**src/hw/rtl/asf_pkg.sv**
```systemverilog
package asf_pkg;

	localparam int MaxIntervals = 64;
	localparam int IdW          = 16;
	localparam int TimeW        = 32;
	localparam int OrdW         = 6;

	typedef struct packed {
		logic                     valid;
		logic [IdW-1:0]           id;
		logic signed [TimeW-1:0]  st;
		logic signed [TimeW-1:0]  fin;
	} asf_entry_t;

	typedef struct packed {
		logic insert;
		logic drain;
	} asf_cmd_t;

endpackage

```
**src/hw/rtl/asf_cell.sv**
```systemverilog
module asf_cell
	import asf_pkg::*;
(
	input  logic        clk,
	input  logic        arst_n,
	input  asf_cmd_t    cmd,
	input  asf_entry_t  new_item,
	input  asf_entry_t  left_entry,
	input  logic        left_shift,
	input  asf_entry_t  right_entry,
	output asf_entry_t  entry,
	output logic        shift
);

	logic                    valid_q;
	logic [IdW-1:0]          id_q;
	logic signed [TimeW-1:0] st_q;
	logic signed [TimeW-1:0] fin_q;

	// A held interval finishing later than the new one moves one place right.
	assign shift = cmd.insert && valid_q && (fin_q > new_item.fin);

	assign entry.valid = valid_q;
	assign entry.id    = id_q;
	assign entry.st    = st_q;
	assign entry.fin   = fin_q;

	always_ff @(posedge clk or negedge arst_n) begin
		if (!arst_n) begin
			valid_q <= 1'b0;
		end else if (cmd.drain) begin
			valid_q <= right_entry.valid;
		end else if (cmd.insert && !valid_q && (left_shift || left_entry.valid)) begin
			valid_q <= 1'b1;
		end
	end

	always_ff @(posedge clk) begin
		if (cmd.drain) begin
			id_q  <= right_entry.id;
			st_q  <= right_entry.st;
			fin_q <= right_entry.fin;
		end else if (cmd.insert) begin
			if (left_shift && (shift || !valid_q)) begin
				id_q  <= left_entry.id;
				st_q  <= left_entry.st;
				fin_q <= left_entry.fin;
			end else if (shift || (!valid_q && left_entry.valid)) begin
				// first cell that holds a later finish, or the first empty cell: take the new item
				id_q  <= new_item.id;
				st_q  <= new_item.st;
				fin_q <= new_item.fin;
			end
		end
	end

endmodule

```
**config.mk**
```make
export PLATFORM = sky130hd
export DESIGN_NAME = asf_cell
export DESIGN_NICKNAME = d
export VERILOG_FILES = /design/src/hw/rtl/asf_pkg.sv /design/src/hw/rtl/asf_cell.sv
export SDC_FILE = /design/constraint.sdc
export NUM_CORES = 1
export LEC_CHECK = 0
export ABC_CLOCK_PERIOD_IN_PS = 9600
export BUFFER_PORTS_ARGS = -buffer_cell sky130_fd_sc_hd__buf_2
export CAP_MARGIN = 20
export CORE_AREA = 4 4 125 127
export CTS_BUF_LIST = sky130_fd_sc_hd__clkbuf_4 sky130_fd_sc_hd__clkbuf_8
export CTS_CLUSTER_SIZE = 10
export DETAILED_ROUTE_END_ITERATION = 8
export DIE_AREA = 0 0 129 131
export HOLD_SLACK_MARGIN = 0.15
export PLACE_DENSITY = 0.77
export SETUP_SLACK_MARGIN = 0.2
export SKIP_CTS_REPAIR_TIMING = 1
export SYNTH_ARGS = -nofsm -noshare
export SYNTH_HDL_FRONTEND = slang
export SYNTH_SLANG_ARGS = --single-unit
```
**constraint.sdc**
```tcl
create_clock -name clk -period 9.6 [get_ports clk]
set_clock_uncertainty 0.1 [all_clocks]
set_input_delay 0.48 -clock clk [delete_from_list [all_inputs] [get_ports clk]]
set_output_delay 0.48 -clock clk [all_outputs]
set_load 0.02 [all_outputs]
```
==> run_results.csv, run 1 <==
group,metric,value,unit
power,max-vdd-ir-drop,61.7,uV
detailed_routing,dr.first_iter.drc_count,445,
placed_design,io_buffers,328,
timing,fin_setup_tns,0,ns
timing,fmax,233,MHz
outcome,status,"completed",
synth,ys_warn_count,0,
detailed_routing,drt_first_pass_iters,4,
critical_path,reg2reg_from,"fin_q[11]",
cts,cts_root_buffer,"clkbuf_8",
synth,yosys.area_share.simple,10.6,%
critical_path,crit_path_frequent_cell,"buf_4",
synth,ys_types,32,
floorplanning,die-area,16900,sq um
floorplanning,pin_count,330,
timing,setup_slack,5.31,ns
floorplanning,start_util,40.6,%
hold_path,hold_path_class,"in2reg",
synth,mappedNetlistArea,5860,sq um
cts,cts_buffer_depth,2,
critical_path,worstPathCellList,"ha_1 > and4_1 > nor4b_1 > nand4b_1 > nor3b_1 > a2bb2oi_4 > buf_4 > and3_2 > buf_4 > a221o_1",
power,power.density,152,nW/um^2
timing,setup_viol,0,
synth,synth_top_family_by_area,"compound AO/OA/AOI/OAI gates",
placed_design,gp_congestion,0.846,
grt,grt-ovfl-total,0,
timing,finalCritPeriodShare,44.7,%
synth,synth_edf_count,80,
timing,slew_headroom,34.7,%
cts,clk_latency,0.36,ns
synth,synth_seq_cells,81,
detailed_routing,num_vias,5949,
detailed_routing,ant_nets,0,
critical_path,cpPeakStageDelay,0.71,ns
layout,layout_common_cells,"327 x buf_2, 113 x inv_1, 81 x a221o_1",
timing,hold_violations,0,
hold_path,hp-start,"right_entry[80]",
detailed_routing,drc_errors,0,
synth,synth_xor_area_share,0.150,%
placed_design,hpwl,13800,microns
critical_path,worst-path-max-fanout,81,
layout,fin_nets,1159,
detailed_routing,viasPerCell,5.57,
floorplanning,die_h,131,microns
critical_path,cp.arrival,4.42,ns
synth,synth_ff_type,"edfxtp_1",
layout,area_delta_synth_final,32.9,%
floorplanning,die_w,129,microns
critical_path,cp.required,9.73,ns
layout,final_common_cell,"buf_2",
grt,antenna_found_initial,0,
floorplanning,core,14400,sq um
power,p_leak,3.76,nW
cts,h-tree-depth,3,
timing,drv_slew,0,
grt,grt_pass1_wl,28400,microns
grt,grt_pass1_vias,5385,
cts,cts_buffers,9,
layout,drive_gt1_share,40.4,%
critical_path,reg2regPathDepth,10,
critical_path,crit_type,"reg2reg",
layout,num_antenna_cells,0,
synth,synth_compound_area_share,28.5,%
grt,grt_max_degree,108,
cts,clkSinkCount,81,
cts,cts_tree,"yes",
timing,worst_slew_pin_slew,0.979,ns
critical_path,regToRegSetupSlack,5.31,ns
synth,syn_inst,594,
critical_path,critPathSlowestCell,"buf_4",
critical_path,r2r_end,"st_q[29]",
critical_path,critPathLaunchType,"flip-flop",
synth,postSynthAreaPerCell,9.86,sq um
grt,gr-usage-all-layers,21.3,%
synth,synth_seq_area_share,41.4,%
synth,synthMuxAreaShare,0,%
synth,synth-adder-area-share,6.84,%
hold_path,min_to,"valid_q",
timing,period_needed,4.29,ns
flow_run,drv_cap,0,
timing,rsz0062_at_grt,"no",
floorplanning,rows,44,
hold_path,hold_depth,3,
detailed_routing,wl,19400,microns
synth,synth_nets,874,
synth,synthArstFlopShare,1.23,%
placed_design,dp_slack,5.18,ns
cts,path_clk_slew,0.09,ns
critical_path,end_kind,"flip-flop",
detailed_routing,wire_per_inst,18.2,microns
==> through the flow <==
stage / cells / hold slack [ns] / area [sq um] / utilization (%) / total power, W
2_1_floorplan: 594 / 0.0844 / 5860 / - / 0.000741
3_3_place_gp: 1051 / 0.156 / 7520 / 52.2 / 0.000871
4_1_cts: 1067 / -0.259 / 7770 / 53.9 / 0.00119
3_5_place_dp: 1051 / 0.156 / 7520 / 52.2 / 0.000878
6_report: 1068 / 0.269 / 7780 / 53.9 / 0.00118
5_1_grt: 1068 / 0.255 / 7780 / 53.9 / 0.00125
==> state kept, by name, summed over array words and instances (netlist names) <==
register / count
fin_q: 32
id_q: 16
st_q: 32
valid_q: 1
==> cell type report <==
type | count | area (sq um)
Clock buffer | 10 | 131
Clock inverter | 6 | 115
Fill cell | 1352 | 6640
Inverter | 113 | 424
Multi-Input combinational cell | 338 | 2740
Sequential cell | 81 | 2430
Tap cell | 184 | 230
Timing Repair Buffer | 336 | 1710
==> worst max-delay path, delay by kind of cell, from the launching register on <==
| family | cells | cell delay [ns] |
|---|---|---|
| AO/OA/AOI/OAI | 2 | 0.43 |
| adder cells (fa/ha/maj) | 1 | 0.32 |
| buffers and inverters | 2 | 1.41 |
| flip-flops | 1 | 0.41 |
| AND/OR/NAND/NOR | 5 | 1.44 |
==> routing by layer <==
| metal | up-vias | share of wire, % | GRT usage, % |
|---|---|---|---|
| met5 | - | 0 | 0 |
| met4 | 0 | 1.6 | 7.47 |
| met3 | 22 | 7.9 | 4.02 |
| met2 | 285 | 51 | 35.9 |
| met1 | 2792 | 39 | 27.6 |
| li1 | 2850 | - | - |
==> cell usage after synthesis, types with 2 or more instances <==
| cell type | n | share of area, % |
|---|---|---|
| edfxtp_1 | 80 | 41 |
| ha_1 | 32 | 6.8 |
| nor2b_1 | 51 | 5.4 |
| a311oi_1 | 80 | 12 |
| buf_6 | 9 | 1.7 |
| nand4_1 | 5 | 0.53 |
| nor2_1 | 36 | 2.3 |
| nand3_1 | 5 | 0.43 |
| o21ai_0 | 5 | 0.43 |
| a21oi_1 | 15 | 1.3 |
| nand2_1 | 9 | 0.58 |
| clkbuf_1 | 51 | 3.3 |
| inv_1 | 113 | 7.2 |
| nor3_1 | 3 | 0.26 |
| and4_1 | 2 | 0.30 |
| or4_1 | 2 | 0.26 |
| a221o_1 | 81 | 14 |
==> report_power, final <==
group	total [W]	internal (W)	switching (W)
clock	0.000316	0.000177	0.000138
combinational	0.000387	0.000151	0.000236
sequential	0.000482	0.000461	0.0000206
total	0.00118	0.000789	0.000395
==> worst max path at each step <==
stage | endpoint | depth (start not counted) | from | slack (ns)
CTS | st_q[13] | 10 | fin_q[10] | 5.36
global placement | st_q[23] | 12 | new_item[10] | 5.21
floorplan | fin_q[0] | 9 | new_item[31] | 1.29
finish | st_q[29] | 10 | fin_q[11] | 5.31
global route | st_q[11] | 10 | fin_q[10] | 5.09
detailed placement | st_q[13] | 12 | new_item[10] | 5.18
==> kinds of logic (layout without fill, tap and decap cells) <==
| family | count (synthesis) | count (layout) |
|---|---|---|
| flip-flops | 81 | 81 |
| adder cells (fa/ha/maj) | 32 | 32 |
| buffers and inverters | 175 | 465 |
| AND/OR/NAND/NOR | 117 | 117 |
| XOR/XNOR | 1 | 1 |
| AO/OA/AOI/OAI | 188 | 188 |
No activity file was read; power rests on OpenSTA's default activity.
==> run 2, diff against run 1 <==
--- a/config.mk
+++ b/config.mk
@@ -5,16 +5,17 @@
 export SDC_FILE = /design/constraint.sdc
 export NUM_CORES = 1
 export LEC_CHECK = 0
-export ABC_CLOCK_PERIOD_IN_PS = 9600
+export ABC_CLOCK_PERIOD_IN_PS = 3500
 export BUFFER_PORTS_ARGS = -buffer_cell sky130_fd_sc_hd__buf_2
 export CAP_MARGIN = 20
-export CORE_AREA = 4 4 125 127
+export CORE_ASPECT_RATIO = 0.8
+export CORE_MARGIN = 4
+export CORE_UTILIZATION = 42
 export CTS_BUF_LIST = sky130_fd_sc_hd__clkbuf_4 sky130_fd_sc_hd__clkbuf_8
 export CTS_CLUSTER_SIZE = 10
 export DETAILED_ROUTE_END_ITERATION = 8
-export DIE_AREA = 0 0 129 131
 export HOLD_SLACK_MARGIN = 0.15
-export PLACE_DENSITY = 0.77
+export PLACE_DENSITY = 0.83
 export SETUP_SLACK_MARGIN = 0.2
 export SKIP_CTS_REPAIR_TIMING = 1
 export SYNTH_ARGS = -nofsm -noshare
==> constraint.sdc (replaced) <==
create_clock -name clk -period 3.5 [get_ports clk]
set_clock_uncertainty 0.1 [all_clocks]
set_input_delay 0.175 -clock clk [delete_from_list [all_inputs] [get_ports clk]]
set_output_delay 0.175 -clock clk [all_outputs]
set_load 0.02 [all_outputs]
==> run_results.csv, run 2 (same netlist as run 1, synthesis figures left out) <==
group,metric,value,unit
outcome,status,"completed",
layout,fin_nets,1264,
floorplanning,die-area,15900,sq um
critical_path,regToRegSetupSlack,0.33,ns
critical_path,end_kind,"flip-flop",
cts,cts_buffers,9,
grt,grt_max_degree,126,
detailed_routing,ant_nets,0,
timing,setup_viol,0,
timing,rsz0062_at_grt,"no",
placed_design,dp.cells,1056,
cts,path_clk_slew,0.09,ns
layout,layout_common_cells,"327 x buf_2, 113 x inv_1, 95 x dlygate4sd3_1",
placed_design,hpwl,14600,microns
power,p_leak,4.27,nW
floorplanning,pin_count,330,
grt,grt_pass1_vias,5638,
floorplanning,start_util,43.1,%
detailed_routing,viasPerCell,5.69,
detailed_routing,drt_first_pass_iters,8,
grt,gr-usage-all-layers,22.6,%
timing,worst_slew_pin_slew,0.926,ns
detailed_routing,wire_per_inst,19.5,microns
timing,slew_headroom,38.3,%
placed_design,io_buffers,328,
critical_path,worst-path-max-fanout,29,
layout,final_common_cell,"buf_2",
cts,clkSinkCount,81,
floorplanning,core,13600,sq um
floorplanning,die_h,114,microns
critical_path,cp.arrival,3.19,ns
timing,finalCritPeriodShare,90.7,%
layout,top_regs,"fin_q x32, st_q x32, id_q x16",
timing,drv_slew,0,
timing,fmax,315,MHz
layout,area_delta_synth_final,55.4,%
power,power.density,364,nW/um^2
power,max-vdd-ir-drop,268,uV
layout,fin_util,66.9,%
floorplanning,die_w,140,microns
layout,layout.cells.non_filler,1170,
detailed_routing,wl,22800,microns
layout,drive_gt1_share,40.2,%
layout,nFillCells,1014,
hold_path,hold_depth,3,
critical_path,critPathLaunchType,"flip-flop",
timing,period_needed,3.17,ns
flow_run,drv_cap,0,
cts,cts_buffer_depth,2,
detailed_routing,num_vias,6654,
cts,clk_latency,0.36,ns
detailed_routing,drc_errors,0,
layout,finalInstanceArea,9100,sq um
cts,cts_tree,"yes",
floorplanning,rows,38,
timing,hold_violations,0,
placed_design,dpl_cell_area,7760,sq um
critical_path,crit_type,"reg2reg",
critical_path,cp.required,3.51,ns
critical_path,reg2regPathDepth,11,
placed_design,gp_congestion,0.812,
grt,grt-ovfl-total,0,
grt,antenna_found_initial,1,
detailed_routing,dr.first_iter.drc_count,685,
cts,h-tree-depth,3,
grt,grt_pass1_wl,28900,microns
cts,cts_root_buffer,"clkbuf_8",
hold_path,hold_path_class,"in2reg",
[run 2: cell count changes in the layout (fill, tap and decap cells not counted), moves of 5 or more]
| cell | previous run | this run |
|---|---|---|
| dlygate4sd3_1 | 1 | 95 |
| ha_1 | 32 | 26 |
| buf_12 | 0 | 5 |
| a311oi_1 | 80 | 62 |
| a311oi_2 | 0 | 17 |
| ha_4 | 0 | 6 |
[run 2: through the flow]
step	TNS (ns)	power, W	worst slack (ns)	hold slack [ns]
floorplan	-22.00	0.00204	-0.275	-0.221
global placement	0	0.00244	0.196	-0.149
detailed placement	0	0.00247	0.149	-0.149
CTS	0	0.00319	0.101	-0.547
global route	0	0.00347	0.197	0.143
finish	0	0.00332	0.327	0.146
[run 2: worst paths after layout]
path | end | start
hold / removal | st_q[6] | new_item[38]
setup reg to reg | fin_q[19] | fin_q[30]
max in group asynchronous | valid_q | arst_n
min in group asynchronous | valid_q | arst_n
setup / recovery | fin_q[19] | fin_q[30]
hold reg to reg | fin_q[29] | valid_q
[run 2: area by class of cell]
| cell class | instances | area (sq um) | share of cell area [%] |
|---|---|---|---|
| sequential | 81 | 2430 | 26.7 |
| multi-input combinational | 338 | 2990 | 32.8 |
| clock inverter | 7 | 77.6 | 0.852 |
| clock buffer | 9 | 124 | 1.36 |
| tap | 180 | 225 | 2.47 |
| timing repair buffer | 441 | 2840 | 31.2 |
| inverter | 113 | 424 | 4.66 |
| antenna | 1 | 2.50 | 0.0275 |
[run 2: critical path: stages (launching register included)]
cell	delay, ns
edfxtp_1	0.46
ha_4	0.31
nand4_1	0.13
buf_4	0.17
nor3_1	0.30
nand4b_1	0.16
nand3_1	0.20
or4_4	0.18
buf_12	0.20
buf_6	0.25
a311oi_2	0.14
a221o_1	0.31
[run 2: power breakdown]
part           total (W)  leakage, nW  switching, W  internal, W
Clock           0.000727        0.105      0.000389     0.000338
Combinational    0.00126         3.34      0.000717     0.000545
Sequential       0.00133        0.826     0.0000641      0.00126
[run 2: per-layer routing]
| metal | GRT usage, % | routed length, microns | vias to the layer above |
|---|---|---|---|
| li1 | - | - | 3066 |
| met1 | 27.8 | 8470 | 3082 |
| met2 | 39.9 | 11400 | 434 |
| met3 | 5.57 | 2260 | 70 |
| met4 | 5.87 | 649 | 2 |
| met5 | 0 | 8 | - |
==> run 3, diff against run 2 <==
--- a/config.mk
+++ b/config.mk
@@ -5,17 +5,17 @@
 export SDC_FILE = /design/constraint.sdc
 export NUM_CORES = 1
 export LEC_CHECK = 0
+export ABC_AREA = 1
 export ABC_CLOCK_PERIOD_IN_PS = 3500
 export BUFFER_PORTS_ARGS = -buffer_cell sky130_fd_sc_hd__buf_2
 export CAP_MARGIN = 20
 export CORE_ASPECT_RATIO = 0.8
 export CORE_MARGIN = 4
-export CORE_UTILIZATION = 42
+export CORE_UTILIZATION = 38
 export CTS_BUF_LIST = sky130_fd_sc_hd__clkbuf_4 sky130_fd_sc_hd__clkbuf_8
-export CTS_CLUSTER_SIZE = 10
 export DETAILED_ROUTE_END_ITERATION = 8
 export HOLD_SLACK_MARGIN = 0.15
-export PLACE_DENSITY = 0.83
+export PLACE_DENSITY = 0.74
 export SETUP_SLACK_MARGIN = 0.2
 export SKIP_CTS_REPAIR_TIMING = 1
 export SYNTH_ARGS = -nofsm -noshare
==> run_results.csv, run 3 <==
group,metric,value,unit
synth,synth_edf_count,80,
timing,drv_slew,0,
grt,antenna_found_initial,0,
synth,synth_commonest_cells,"216 x nand2_1, 172 x inv_1, 104 x nand3_1, 80 x edfxtp_1",
hold_path,hold_path_class,"in2reg",
synth,mappedNetlistArea,6650,sq um
timing,setup_slack,0.383,ns
layout,final_common_cell,"buf_2",
cts,cts_root_buffer,"clkbuf_8",
grt,grt_pass1_vias,6156,
floorplanning,die-area,19700,sq um
layout,fin_nets,1610,
synth,netlist.area_leader.share,36.1,%
floorplanning,rows,42,
synth,synth_ff_type,"edfxtp_1",
critical_path,worstPathCellList,"buf_2 > dlygate4sd3_1 > inv_1 > ha_1 > a21oi_1 > nand2_1 > nand2_1 > nand2_1 > nand2_1 > nand2_1 > nand2_1 > nand2_1 > nand2_1 > nand3_4 > nand2_8 > buf_6 > nand3_1 > nand3_2 > nand2_1",
cts,cts_buffer_depth,2,
timing,slew_headroom,37.6,%
synth,ys_warn_count,0,
synth,synth_nets,1089,
critical_path,cp.arrival,3.14,ns
power,max-vdd-ir-drop,189,uV
detailed_routing,ant_nets,0,
grt,grt_max_degree,79,
critical_path,critPathLaunchType,"primary input",
timing,fin_hold_ws,0.127,ns
detailed_routing,wl,27200,microns
timing,fmax,321,MHz
floorplanning,pin_count,330,
synth,postSynthAreaPerCell,8.22,sq um
floorplanning,die_w,156,microns
timing,setup_viol,0,
placed_design,io_buffers,328,
critical_path,crit_path_frequent_cell,"nand2_1",
grt,grt_pass1_wl,32000,microns
grt,grt-ovfl-total,0,
placed_design,dp.cells,1328,
detailed_routing,num_vias,7597,
cts,h-tree-depth,3,
floorplanning,start_util,39.4,%
critical_path,crit_type,"in2reg",
floorplanning,core,16900,sq um
critical_path,critPathSlowestCell,"dlygate4sd3_1",
critical_path,cp.required,3.52,ns
detailed_routing,drt_first_pass_iters,8,
power,p_leak,5.87,nW
power,power.density,324,nW/um^2
detailed_routing,viasPerCell,4.88,
critical_path,worst-path-max-fanout,41,
layout,fin_util,63.7,%
placed_design,dp_slack,0.363,ns
timing,hold_violations,0,
layout,top_regs,"fin_q x32, st_q x32, id_q x16",
detailed_routing,drc_errors,0,
layout,nFillCells,1267,
flow_run,drv_cap,0,
critical_path,crit_buf_inv,4,
synth,synth.largest_area_cell,"edfxtp_1",
timing,finalCritPeriodShare,89.1,%
cts,cts_tree,"yes",
placed_design,hpwl,16100,microns
critical_path,end_kind,"flip-flop",
grt,gr-usage-all-layers,20.6,%
synth,ys_types,27,
outcome,status,"completed",
floorplanning,die_h,126,microns
synth,synth_seq_cells,81,
synth,synthTopCellsByArea,"edfxtp_1 36%, nand2_1 12%, nand2_4 10%",
placed_design,gp_congestion,0.901,
layout,layout.cells.non_filler,1556,
synth,synthArstFlopShare,1.23,%
timing,rsz0062_at_grt,"no",
critical_path,cpPeakStageDelay,0.55,ns
timing,fin_setup_tns,0,ns
cts,clkSinkCount,81,
critical_path,cpLargestDelayFamily,"simple AND/OR/NAND/NOR gates",
layout,area_delta_synth_final,61.6,%
detailed_routing,wire_per_inst,17.5,microns
cts,path_clk_slew,0.09,ns
timing,period_needed,3.12,ns
synth,yosysMostFrequentCell,"nand2_1",
detailed_routing,dr.first_iter.drc_count,638,
layout,drive_gt1_share,36.4,%
cts,cts_buffers,9,
synth,synth_seq_area_share,36.5,%
synth,syn_inst,809,
layout,layout_common_cells,"327 x buf_2, 215 x nand2_1, 210 x dlygate4sd3_1",
timing,worst_slew_pin_slew,0.936,ns
cts,clk_latency,0.37,ns
[run 3: cell types whose count changed after synthesis, moves of 60 or more]
cell / previous run / this run
a221o_1: 81 / 0
a311oi_1: 80 / 0
nand2_1: 9 / 216
nand2_4: 0 / 60
nand3_1: 5 / 104
nand3_2: 0 / 60
[run 3: per-stage QoR]
| stage | total power, W | instance area (sq um) |
|---|---|---|
| 6_report | 0.00348 | 10800 |
| 5_1_grt | 0.00366 | 10700 |
| 4_1_cts | 0.00328 | 8630 |
| 3_5_place_dp | 0.00250 | 8420 |
| 3_3_place_gp | 0.00248 | 8420 |
| 2_1_floorplan | 0.00209 | 6650 |
[run 3: report_power, final]
group	switching [W]	internal, W
Combinational	0.000836	0.000586
Clock	0.000371	0.000394
Sequential	0.0000557	0.00124
Total	0.00126	0.00222
[run 3: logic make-up after synthesis]
logic type      synth area share [%]
compound gates                  1.90
flops                           36.5
fa+ha+maj                       6.02
simple gates                    41.0
buf+inv                         14.5
[run 3: cell type report]
cell class / instances / area (sq um) / area share [%]
Antenna cell: 2 / 5.00 / 0.0465
Clock buffer: 9 / 124 / 1.15
Clock inverter: 6 / 83.8 / 0.780
Inverter: 174 / 656 / 6.10
Multi-Input combinational cell: 512 / 3280 / 30.5
Sequential cell: 81 / 2430 / 22.6
Tap cell: 220 / 275 / 2.56
Timing Repair Buffer: 552 / 3910 / 36.3
[run 3: final timing paths]
kind / from / to / depth (start not counted) / slack [ns]
setup / recovery: new_item[3] / id_q[13] / 19 / 0.38
hold / removal: left_entry[15] / fin_q[15] / 5 / 0.13
setup reg to reg: fin_q[31] / id_q[13] / 13 / 0.48
hold reg to reg: valid_q / fin_q[28] / 4 / 1.02
max in group asynchronous: arst_n / valid_q / 3 / 2.63
min in group asynchronous: arst_n / valid_q / 3 / 0.56
[run 3: worst reg2reg max path: stages (launching register included)]
cell      delay [ns]
edfxtp_1        0.40
ha_1            0.36
nand2_1         0.10
nor2_2          0.12
nand2_1         0.10
nor3b_2         0.22
nand2_1         0.10
nand3_1         0.11
nand3_4         0.14
nand2_8         0.27
buf_6           0.37
nand3_1         0.20
nand3_2         0.12
nand2_1         0.08
[run 3: routing by layer]
| layer | GRT usage [%] | routed length, microns | vias to the layer above |
|---|---|---|---|
| met5 | 0 | 0 | - |
| met4 | 6.48 | 1170 | 0 |
| met3 | 8.48 | 3150 | 100 |
| met2 | 34.1 | 13200 | 516 |
| met1 | 24.4 | 9650 | 3409 |
| li1 | - | - | 3572 |
